<file path="config.mk">
export PLATFORM = sky130hd
export DESIGN_NAME = ordered_key_value_table
export DESIGN_NICKNAME = d
export VERILOG_FILES = /design/src/sv/okvt_pkg.sv /design/src/sv/okvt_front.sv /design/src/sv/okvt_back.sv /design/src/sv/ordered_key_value_table.sv
export SDC_FILE = /design/constraint.sdc
export NUM_CORES = 2
export LEC_CHECK = 0
export ABC_CLOCK_PERIOD_IN_PS = 6200
export BUFFER_PORTS_ARGS = -buffer_cell sky130_fd_sc_hd__buf_2
export CAP_MARGIN = 30
export CORE_MARGIN = 2
export CORE_UTILIZATION = 40
export CTS_CLUSTER_DIAMETER = 60
export CTS_CLUSTER_SIZE = 8
export DETAILED_ROUTE_END_ITERATION = 12
export GPL_ROUTABILITY_DRIVEN = 0
export SLEW_MARGIN = 10
export SYNTH_ARGS = -nofsm -noshare
export SYNTH_HDL_FRONTEND = slang
export SYNTH_HIERARCHICAL = 1
export SYNTH_SLANG_ARGS = --single-unit
export TNS_END_PERCENT = 1
</file>
<file path="constraint.sdc">
create_clock -name clk -period 6.2 [get_ports clk]
set_clock_uncertainty 0.15 [all_clocks]
set_input_delay 0.93 -clock clk [delete_from_list [all_inputs] [get_ports clk]]
set_output_delay 0.93 -clock clk [all_outputs]
set_load 0.03 [all_outputs]
</file>
<file path="src/sv/okvt_pkg.sv">
// ----------------------------------------------------------------------------
// okvt_pkg
// Shared types and constants for the ordered key/value table.
// ----------------------------------------------------------------------------
`default_nettype none

package okvt_pkg;

  localparam int unsigned DefTableDepth = 16;
  localparam int unsigned DefKeyWidth   = 32;
  localparam int unsigned DefValueWidth = 32;
  localparam int unsigned FifoDepth     = 2;

  typedef enum logic [2:0] {
    ACT_CLEAR  = 3'd0,
    ACT_REMOVE = 3'd1,
    ACT_STORE  = 3'd2,
    ACT_LOOKUP = 3'd3,
    ACT_FIRST  = 3'd4,
    ACT_NEXT   = 3'd5,
    ACT_RSV6   = 3'd6,
    ACT_RSV7   = 3'd7
  } action_t;

  typedef enum logic [1:0] {
    ST_OK   = 2'd0,
    ST_MISS = 2'd1,
    ST_FULL = 2'd2,
    ST_DONE = 2'd3
  } status_t;

  typedef struct packed {
    logic [2:0]  action;
    logic [31:0] key_in;
    logic [31:0] value_in;
  } in_item_t;

  typedef struct packed {
    logic [1:0]  status;
    logic [31:0] key_out;
    logic [31:0] value_out;
  } out_item_t;

  // Classified transaction handed from front to back
  typedef struct packed {
    action_t     act;
    logic [63:0] key;
    logic [63:0] value;
  } cmd_t;

endpackage : okvt_pkg

`default_nettype wire

</file>
<file path="src/sv/okvt_front.sv">
// ----------------------------------------------------------------------------
// okvt_front
// Accepts input transactions, masks fields to the configured widths and
// queues them for the back end.
// ----------------------------------------------------------------------------
`default_nettype none

module okvt_front #(
  parameter int unsigned KEY_WIDTH   = okvt_pkg::DefKeyWidth,
  parameter int unsigned VALUE_WIDTH = okvt_pkg::DefValueWidth
) (
  input  wire logic              clk,
  input  wire logic              rst_n,
  input  wire logic              in_valid,
  output logic                   in_stall,
  input  wire okvt_pkg::in_item_t in_data,
  output logic                   cmd_valid,
  input  wire logic              cmd_take,
  output okvt_pkg::cmd_t         cmd_data
);
  import okvt_pkg::*;

  localparam int unsigned PtrW = $clog2(FifoDepth);

  cmd_t            q_r [FifoDepth];
  logic [PtrW-1:0] wr_r, rd_r;
  logic [PtrW:0]   cnt_r;
  logic            push, pop;
  cmd_t            cmd_in;

  // Classify and mask
  always_comb begin
    cmd_in       = '0;
    cmd_in.act   = action_t'(in_data.action);
    cmd_in.key   = 64'(in_data.key_in)   & ({64{1'b1}} >> (64 - KEY_WIDTH));
    cmd_in.value = 64'(in_data.value_in) & ({64{1'b1}} >> (64 - VALUE_WIDTH));
  end

  assign in_stall  = (cnt_r == (PtrW+1)'(FifoDepth));
  assign push      = in_valid && !in_stall;
  assign cmd_valid = (cnt_r != '0);
  assign pop       = cmd_valid && cmd_take;
  assign cmd_data  = q_r[rd_r];

  // Queue storage
  always_ff @(posedge clk) begin
    if (push) begin
      q_r[wr_r] <= cmd_in;
    end
  end

  // Queue pointers
  always_ff @(posedge clk) begin
    if (!rst_n) begin
      wr_r  <= '0;
      rd_r  <= '0;
      cnt_r <= '0;
    end else begin
      if (push) wr_r <= wr_r + 1'b1;
      if (pop)  rd_r <= rd_r + 1'b1;
      cnt_r <= cnt_r + (PtrW+1)'(push) - (PtrW+1)'(pop);
    end
  end

  a_no_overflow: assert property (@(posedge clk) disable iff (!rst_n)
    cnt_r <= (PtrW+1)'(FifoDepth)) else $error("queue overflow");
  a_pop_nonempty: assert property (@(posedge clk) disable iff (!rst_n)
    pop |-> cnt_r != '0) else $error("pop from empty queue");
  a_count_track: assert property (@(posedge clk) disable iff (!rst_n)
    (push && !pop) |=> cnt_r == $past(cnt_r) + 1'b1) else $error("count slip");

endmodule : okvt_front

`default_nettype wire

</file>
<file path="src/sv/okvt_back.sv">
// ----------------------------------------------------------------------------
// okvt_back
// Cell array with parallel key compare, shift-down removal and the cursor.
// Each command is fetched, then compared and updated, then held as the response.
// ----------------------------------------------------------------------------
`default_nettype none

module okvt_back #(
  parameter int unsigned TABLE_DEPTH = okvt_pkg::DefTableDepth,
  parameter int unsigned KEY_WIDTH   = okvt_pkg::DefKeyWidth,
  parameter int unsigned VALUE_WIDTH = okvt_pkg::DefValueWidth
) (
  input  wire logic            clk,
  input  wire logic            rst_n,
  input  wire logic            cmd_valid,
  output logic                 cmd_take,
  input  wire okvt_pkg::cmd_t  cmd_data,
  output logic                 out_valid,
  input  wire logic            out_stall,
  output okvt_pkg::out_item_t  out_data
);
  import okvt_pkg::*;

  localparam int unsigned IdxW = $clog2(TABLE_DEPTH);
  localparam int unsigned CntW = $clog2(TABLE_DEPTH + 1);

  typedef enum logic [1:0] {S_IDLE, S_EXEC, S_OUT} state_t;

  state_t                 state_r;
  cmd_t                   cmd_r;
  logic [KEY_WIDTH-1:0]   key_r [TABLE_DEPTH];
  logic [VALUE_WIDTH-1:0] val_r [TABLE_DEPTH];
  logic [CntW-1:0]        count_r;
  logic [IdxW-1:0]        cur_r;
  logic                   live_r;
  out_item_t              out_r;
  out_item_t              out_nxt;

  logic [TABLE_DEPTH-1:0] match;
  logic                   any_hit;
  logic [IdxW-1:0]        hit_idx;
  logic [IdxW-1:0]        walk_idx;
  logic                   walk_ok;

  // Parallel compare over live cells, lowest index wins
  always_comb begin
    match   = '0;
    any_hit = 1'b0;
    hit_idx = '0;
    for (int i = 0; i < TABLE_DEPTH; i++) begin
      match[i] = (CntW'(i) < count_r) && (key_r[i] == cmd_r.key[KEY_WIDTH-1:0]);
    end
    for (int i = TABLE_DEPTH - 1; i >= 0; i--) begin
      if (match[i]) begin
        any_hit = 1'b1;
        hit_idx = IdxW'(i);
      end
    end
  end

  // Cursor entry for first/next
  assign walk_idx = (cmd_r.act == ACT_FIRST) ? '0 : cur_r;
  assign walk_ok  = (cmd_r.act == ACT_FIRST) ? (count_r != '0)
                  : (live_r && CntW'(cur_r) < count_r);

  // Response for the command in execution
  always_comb begin
    out_nxt = '0;
    unique case (cmd_r.act)
      ACT_REMOVE: begin
        if (!any_hit) out_nxt.status = ST_MISS;
      end
      ACT_STORE: begin
        if (!any_hit && count_r >= CntW'(TABLE_DEPTH)) out_nxt.status = ST_FULL;
      end
      ACT_LOOKUP: begin
        if (any_hit) begin
          out_nxt.value_out = 32'(val_r[hit_idx]);
        end else begin
          out_nxt.status = ST_MISS;
        end
      end
      ACT_FIRST, ACT_NEXT: begin
        if (walk_ok) begin
          out_nxt.key_out   = 32'(key_r[walk_idx]);
          out_nxt.value_out = 32'(val_r[walk_idx]);
        end else begin
          out_nxt.status = ST_DONE;
        end
      end
      default: begin
      end
    endcase
  end

  assign cmd_take  = (state_r == S_IDLE);
  assign out_valid = (state_r == S_OUT);
  assign out_data  = out_r;

  // Cell array: shift on remove, write on store
  always_ff @(posedge clk) begin
    if (state_r == S_EXEC) begin
      if (cmd_r.act == ACT_REMOVE && any_hit) begin
        for (int i = 0; i < TABLE_DEPTH - 1; i++) begin
          if (IdxW'(i) >= hit_idx) begin
            key_r[i] <= key_r[i+1];
            val_r[i] <= val_r[i+1];
          end
        end
      end else if (cmd_r.act == ACT_STORE) begin
        if (any_hit) begin
          val_r[hit_idx] <= cmd_r.value[VALUE_WIDTH-1:0];
        end else if (count_r < CntW'(TABLE_DEPTH)) begin
          key_r[count_r[IdxW-1:0]] <= cmd_r.key[KEY_WIDTH-1:0];
          val_r[count_r[IdxW-1:0]] <= cmd_r.value[VALUE_WIDTH-1:0];
        end
      end
    end
  end

  // Sequencer, counters, cursor and response register
  always_ff @(posedge clk) begin
    if (!rst_n) begin
      state_r <= S_IDLE;
      count_r <= '0;
      cur_r   <= '0;
      live_r  <= 1'b0;
    end else begin
      unique case (state_r)
        S_IDLE: begin
          if (cmd_valid) begin
            cmd_r   <= cmd_data;
            state_r <= S_EXEC;
          end
        end
        S_EXEC: begin
          state_r <= S_OUT;
          out_r   <= out_nxt;
          unique case (cmd_r.act)
            ACT_CLEAR: begin
              count_r <= '0;
              cur_r   <= '0;
              live_r  <= 1'b0;
            end
            ACT_REMOVE: begin
              if (any_hit) begin
                count_r <= count_r - 1'b1;
                if (live_r) begin
                  if (hit_idx < cur_r) begin
                    cur_r <= cur_r - 1'b1;
                  end else if (CntW'(cur_r) >= count_r - 1'b1) begin
                    live_r <= 1'b0;
                  end
                end
              end
            end
            ACT_STORE: begin
              if (!any_hit && count_r < CntW'(TABLE_DEPTH)) begin
                count_r <= count_r + 1'b1;
              end
            end
            ACT_FIRST, ACT_NEXT: begin
              if (walk_ok) begin
                cur_r  <= walk_idx + 1'b1;
                live_r <= (CntW'(walk_idx) + 1'b1) < count_r;
              end else begin
                if (cmd_r.act == ACT_FIRST) cur_r <= '0;
                live_r <= 1'b0;
              end
            end
            default: begin
            end
          endcase
        end
        S_OUT: begin
          if (!out_stall) state_r <= S_IDLE;
        end
        default: state_r <= S_IDLE;
      endcase
    end
  end

  a_count_bound: assert property (@(posedge clk) disable iff (!rst_n)
    count_r <= CntW'(TABLE_DEPTH)) else $error("entry count beyond depth");
  a_live_in_range: assert property (@(posedge clk) disable iff (!rst_n)
    live_r |-> CntW'(cur_r) < count_r) else $error("live cursor past end");
  a_clear_empties: assert property (@(posedge clk) disable iff (!rst_n)
    (state_r == S_EXEC && cmd_r.act == ACT_CLEAR) |=> count_r == '0 && !live_r)
    else $error("clear did not empty table");

endmodule : okvt_back

`default_nettype wire

</file>
<file path="src/sv/ordered_key_value_table.sv">
// ----------------------------------------------------------------------------
// ordered_key_value_table
// Insertion-ordered associative key/value table with a single cursor.
// ----------------------------------------------------------------------------
//  channel | direction | payload     | handshake
//  in_     | input     | in_item_t   | in_valid / in_stall
//  out_    | output    | out_item_t  | out_valid / out_stall
//
//  In the table engine each transaction is fetched from the queue, then
//  compared and updated across all cells, then held as the response.
//  A two-entry queue lets input be taken while a response waits.
//  Reset (rst_n low, synchronous) empties the table and ends the cursor.
//  A stalled response holds the engine; the queue then fills and stalls input.
`default_nettype none

module ordered_key_value_table #(
  parameter int unsigned TABLE_DEPTH = okvt_pkg::DefTableDepth,
  parameter int unsigned KEY_WIDTH   = okvt_pkg::DefKeyWidth,
  parameter int unsigned VALUE_WIDTH = okvt_pkg::DefValueWidth
) (
  input  wire logic                clk,
  input  wire logic                rst_n,
  input  wire logic                in_valid,
  output logic                     in_stall,
  input  wire okvt_pkg::in_item_t  in_data,
  output logic                     out_valid,
  input  wire logic                out_stall,
  output okvt_pkg::out_item_t      out_data
);
  import okvt_pkg::*;

  logic cmd_valid, cmd_take;
  cmd_t cmd_data;

  okvt_front #(.KEY_WIDTH(KEY_WIDTH), .VALUE_WIDTH(VALUE_WIDTH)) u_front (
    .clk, .rst_n, .in_valid, .in_stall, .in_data,
    .cmd_valid, .cmd_take, .cmd_data
  );

  okvt_back #(.TABLE_DEPTH(TABLE_DEPTH), .KEY_WIDTH(KEY_WIDTH),
              .VALUE_WIDTH(VALUE_WIDTH)) u_back (
    .clk, .rst_n, .cmd_valid, .cmd_take, .cmd_data,
    .out_valid, .out_stall, .out_data
  );

endmodule : ordered_key_value_table

`default_nettype wire
</file>
### Word-level counts from Yosys, hierarchy flattened

Memories as Yosys holds them, arrays and structs flattened. A register that Yosys moved wholly into a read port is not among the register bits.
Cells that the tools add are included.
W data, S select, Z words.

* add/subtract/negate cells: 9
* magnitude comparators: 37
* equal/unequal tests: 30
* multiplexer cells: 140
* reduce and logical (&&, ||, !) cells: 43

Operator list (number)
* $eq A32 B32 Y1: 16
* $mux W32: 5
* $mux W1: 99
* $mux W4: 24
* $reduce_or A32 Y1: 3
* $pmux W32 S2: 1
* $lt A4 B5 Y1 const A: 8
* $ge A4 B4 Y1 const A: 7
* $logic_and A1 B1 Y1: 22
* $lt A3 B5 Y1 const A: 4
* $ge A3 B4 Y1 const A: 4
* $pmux W5 S3: 1
* $pmux W2 S3: 2
* $pmux W4 S3: 1
* $lt A1 B5 Y1 const A: 2
* $lt A2 B5 Y1 const A: 2
* $mux W5: 2
* $ge A1 B4 Y1 const A: 2
* $ge A2 B4 Y1 const A: 2
* $mux W2: 4
* $eq A3 B2 Y1 const B: 2
* $eq A3 B3 Y1 const B: 2
* $ne A2 B1 Y1 const B: 3
* $ne A2 B2 Y1 const B: 3
* 29 further kinds: 38

* register bits after elaboration: 50
* bits in writable memories: 1158
* bits of input ports: 71
* output and inout port bits: 68
* logic and storage cells: 271
* memories kept: 3

Memory list
* u_back.key_r: words 16, width 32, read ports 17, clocked after memory_dff 1, write ports 15, RTL line okvt_back.sv:31 `logic [KEY_WIDTH-1:0] key_r [TABLE_DEPTH];`
* u_back.val_r: words 16, width 32, read ports 17, clocked after memory_dff 0, write ports 15, RTL line okvt_back.sv:32 `logic [VALUE_WIDTH-1:0] val_r [TABLE_DEPTH];`
* u_front.q_r: words 2, width 67, read ports 1, clocked after memory_dff 1, write ports 1, RTL line okvt_front.sv:25 `cmd_t q_r [FifoDepth];`

### Depth between registers and ports, before layout

An unclocked memory read counts as a cell.

* depth after elaboration: 27
* gate-level depth with buffers: 20
* depth with buffers taken out: 16

### By module

Netlist, hierarchy kept.

By module, submodules not included
* okvt_back: instances 1, cells an instance 6041, area each 71137.0 sq um, seq. area each 34983.6 sq um
* okvt_front: instances 1, cells an instance 300, area each 5667.9 sq um, seq. area each 4124.0 sq um

### Least setup slack after synthesis

OpenSTA, ideal clock, no wires.

* path type: flip-flop to flip-flop
* start point: register u_back/cmd_r[81] in the netlist's numbering
* end point: memory u_back/key_r[0][0] in the netlist's numbering, enable pin
* setup time: 0.466 ns
* arrival time: 5.108 ns
* data required time: 5.584 ns
* slack: 0.476 ns
* stages on the path, launching flop included: 15
* buffers on the path: 5
* clock period less this slack: 5.724 ns
* cell sequence: edfxtp_1 > buf_2 > buf_6 > xor2_1 > nor4_1 > nand3_1 > or4_4 > nand2_1 > nand2_1 > a311o_1 > buf_6 > and2_1 > buf_6 > buf_2 > o21ai_0

RTL lines
* from (decl): RTL line okvt_back.sv:30 `cmd_t cmd_r;`
* from (signal assigned): RTL line okvt_back.sv:132 `cmd_r <= cmd_data;`
* to (decl): RTL line okvt_back.sv:31

==> results.py <==
metrics = {
    "die": {
        "fp.dieArea_um2": 194000,
        "die_w_um": 441,
        "coreArea_um2": 190000,
        "row_count": 160,
        "initial_utilization_pct": 40.2,
        "ioPinCount": 139,
        "die_y_um": 441,
    },
    "timing": {
        "setup_tns_ns": 0,
        "relSlewSlack_pct": 23.7,
        "min_period_over_period_pct": 99.3,
        "timing_hold_violations_final": 0,
        "slew_viol_final": 0,
        "tightest_slew_ns": 1.13,
        "fin_crit_ns": 6.15,
        "setup_viol": 0,
        "rsz0062_at_grt": "false",
        "fmax_ghz": 0.162,
    },
    "power_and_ir_drop": {
        "p_leak_nw": 28.5,
        "totalPowerFinal_w": 0.0242,
        "p_per_area_nw_per_um2": 280,
        "ir_worst_vdd_mv": 0.261,
    },
    "detailed_routing": {
        "ant_nets": 0,
        "drc": 0,
        "via_per_inst": 6.38,
        "dr.pass1.iters": 6,
        "drt-wirelength-per-cell_um": 32.0,
        "vias": 57000,
        "wirelength_um": 285000,
        "drt_iter0_drc": 8491,
    },
    "cts": {
        "htreeDepth": 4,
        "numCtsBuffers": 187,
        "cts_sinks": 1308,
        "clk-insertion-delay-late_ns": 0.87,
        "cts_root_buffer": "clkbuf_16",
        "cts.reportedPaths.clkPinSlew_ns": 0.05,
        "cts_tree": "built",
        "clockBufferDepth": 3,
        "post-cts-setup-buffers": 0,
    },
    "setup_path": {
        "worstRegToRegCells": 15,
        "critPathMaxFanout": 36,
        "crit_start": "u_back/cmd_r[94]$_DFFE_PP_",
        "crit_path_frequent_cell": "buf_4",
        "cp_slowest_stage_delay_ns": 0.97,
        "path_depth": 15,
        "arrival_ns": 6.62,
        "required_ns": 6.66,
        "critPathBufInv": 4,
        "cpLargestDelayFamily": "simple AND/OR/NAND/NOR gates",
        "rr_startpoint": "u_back/cmd_r[94]$_DFFE_PP_",
        "cp_cell_sequence": "buf_4 > xor2_1 > nor4_1 > nand4_1 > or3_2 > buf_4 > nand2b_1 > nand2b_1 > o2111ai_4 > buf_4 > a31o_2 > a21oi_1 > a211o_1 > o21ai_1 > buf_4",
        "cp-end-kind": "flop",
        "slowest_stage": "nor4_1",
        "r2r-end": "u_back/out_data[14]$_DFFE_PP_",
        "worstSetupPathType": "reg2reg",
        "start_kind": "flop",
        "endpoint": "u_back/out_data[14]$_DFFE_PP_",
        "rrSetupSlack_ns": 0.05,
    },
    "cells_and_area": {
        "design_area_um2": 86300,
        "fill_cells": 17200,
        "register_area_um2": 39100,
        "fin_nets": 6438,
        "layout-drive-gt1-share_pct": 28.5,
        "syn_to_final_growth_pct": 13.1,
        "multiInputGateArea_um2": 34700,
    },
    "synthesis": {
        "syn_nets": 6371,
        "avgSynthCellArea_um2": 12.2,
        "synth.yosys.warnings": 6,
        "synth_area_um2": 76300,
        "synthCells": 6276,
    },
    "place": {
        "dp_hpwl_um": 186000,
        "io_buffers": 138,
        "dpl_cell_area_um2": 81000,
    },
    "global_routing": {
        "antenna_found_initial": 25,
        "grt_pass1_wl_um": 401000,
        "grt_overflow": 0,
        "grt_use_total_pct": 28.5,
        "grt_pass1_vias": 53900,
        "grt_max_degree": 193,
    },
    "job": {
        "cap_violations": 0,
    },
    "run_status": {
        "status": "completed",
    },
    "min_path": {
        "min_from": "in_data[66]",
        "min_path_type": "in2reg",
    },
}
-- stage by stage --
stage	utilization (%)	worst slack [ns]	instances	hold WS [ns]
after floorplan	-	0.476	6276	0.271
after global placement	42.6	0.357	8657	0.347
after detailed placement	42.7	0.322	8661	0.366
after CTS	45.5	0.302	8913	0.0487
after global routing	45.5	0.126	8917	0.0866
final	45.5	0.0454	8922	0.107
-- cells in the final DEF, fill, tap and decap left out, types with 21 or more instances in the layout --
cell type	count
nor4_1	113
a311oi_1	202
mux2_2	872
o21ai_0	57
and2_1	71
buf_12	83
xnor2_1	258
buf_2	143
clkbuf_16	188
mux2i_1	232
nor2_1	80
nand4_1	114
nand2_1	783
a22oi_1	38
nand3_1	228
a31o_2	48
inv_1	28
o21ai_1	33
ha_1	24
a211oi_1	170
xor2_1	263
a31oi_1	69
nor2b_1	75
buf_4	206
mux2_4	146
nor3_1	35
a21oi_1	94
a221o_1	24
edfxtp_1	1291
mux2_1	44
clkbuf_1	36
nand4b_1	21
-- per-layer routing --
layer / global-route usage [%] / part of all wire, %
met5: 0 / 0.075
met4: 14.3 / 5.3
met3: 7.42 / 12
met2: 41.2 / 42
met1: 39.5 / 40
-- sequential cells by signal, indices dropped and copies added (netlist names), named ones only --
| name | flops |
|---|---|
| u_front/cnt_r | 2 |
| u_back/out_data | 66 |
| u_back/live_r | 1 |
| u_back/state_r | 2 |
| u_back/val_r | 512 |
| u_back/key_r | 512 |
| u_front/q_r | 134 |
| u_back/cmd_r | 67 |
| u_back/count_r | 5 |
| u_front/wr_r | 1 |
| u_front/rd_r | 1 |
| u_back/cur_r | 4 |
-- cell type report --
type	instances	area share, %
Inverter	32	0.154
Tap cell	2511	3.64
Multi-Input combinational cell	4381	40.2
Clock buffer	226	5.64
Antenna cell	5	0.0145
Timing Repair Buffer	433	4.56
Clock inverter	26	0.467
Sequential cell	1308	45.3
-- worst min-delay path by stage --
stage	to	cells past startpoint
final	u_front/q_r[1][66]$_DFFE_PP_	1
after global routing	u_front/q_r[0][66]$_DFFE_PP_	1
after CTS	u_front/q_r[0][66]$_DFFE_PP_	1
after detailed placement	u_front/rd_r$_SDFFE_PN0P_	2
after global placement	u_front/rd_r$_SDFFE_PN0P_	2
after floorplan	u_back/key_r[15][0]$_DFFE_PP_	0
-- report_power, final --
part / internal [W] / leakage (nW) / switching, W
sequential: 0.0101 / 11.8 / 0.000642
clock: 0.00555 / 2.55 / 0.00395
combinational: 0.00126 / 14.1 / 0.00266
-- worst register-to-register path: cells and delay by family (launching register included) --
family	cells	cell delay, ns
AO/OA/AOI/OAI	5	1.23
XOR/XNOR	1	0.14
buffers and inverters	4	1.40
flip-flops	1	0.83
AND/OR/NAND/NOR	5	2.18
-- timing repair --
item                                    in CTS  in global routing
resized for setup                            0                  2
endpoints found under the setup margin       0                270
endpoints found under the hold margin        0                  0
hold buffers                                 0                  0
No activity file was read; power rests on OpenSTA's default activity.
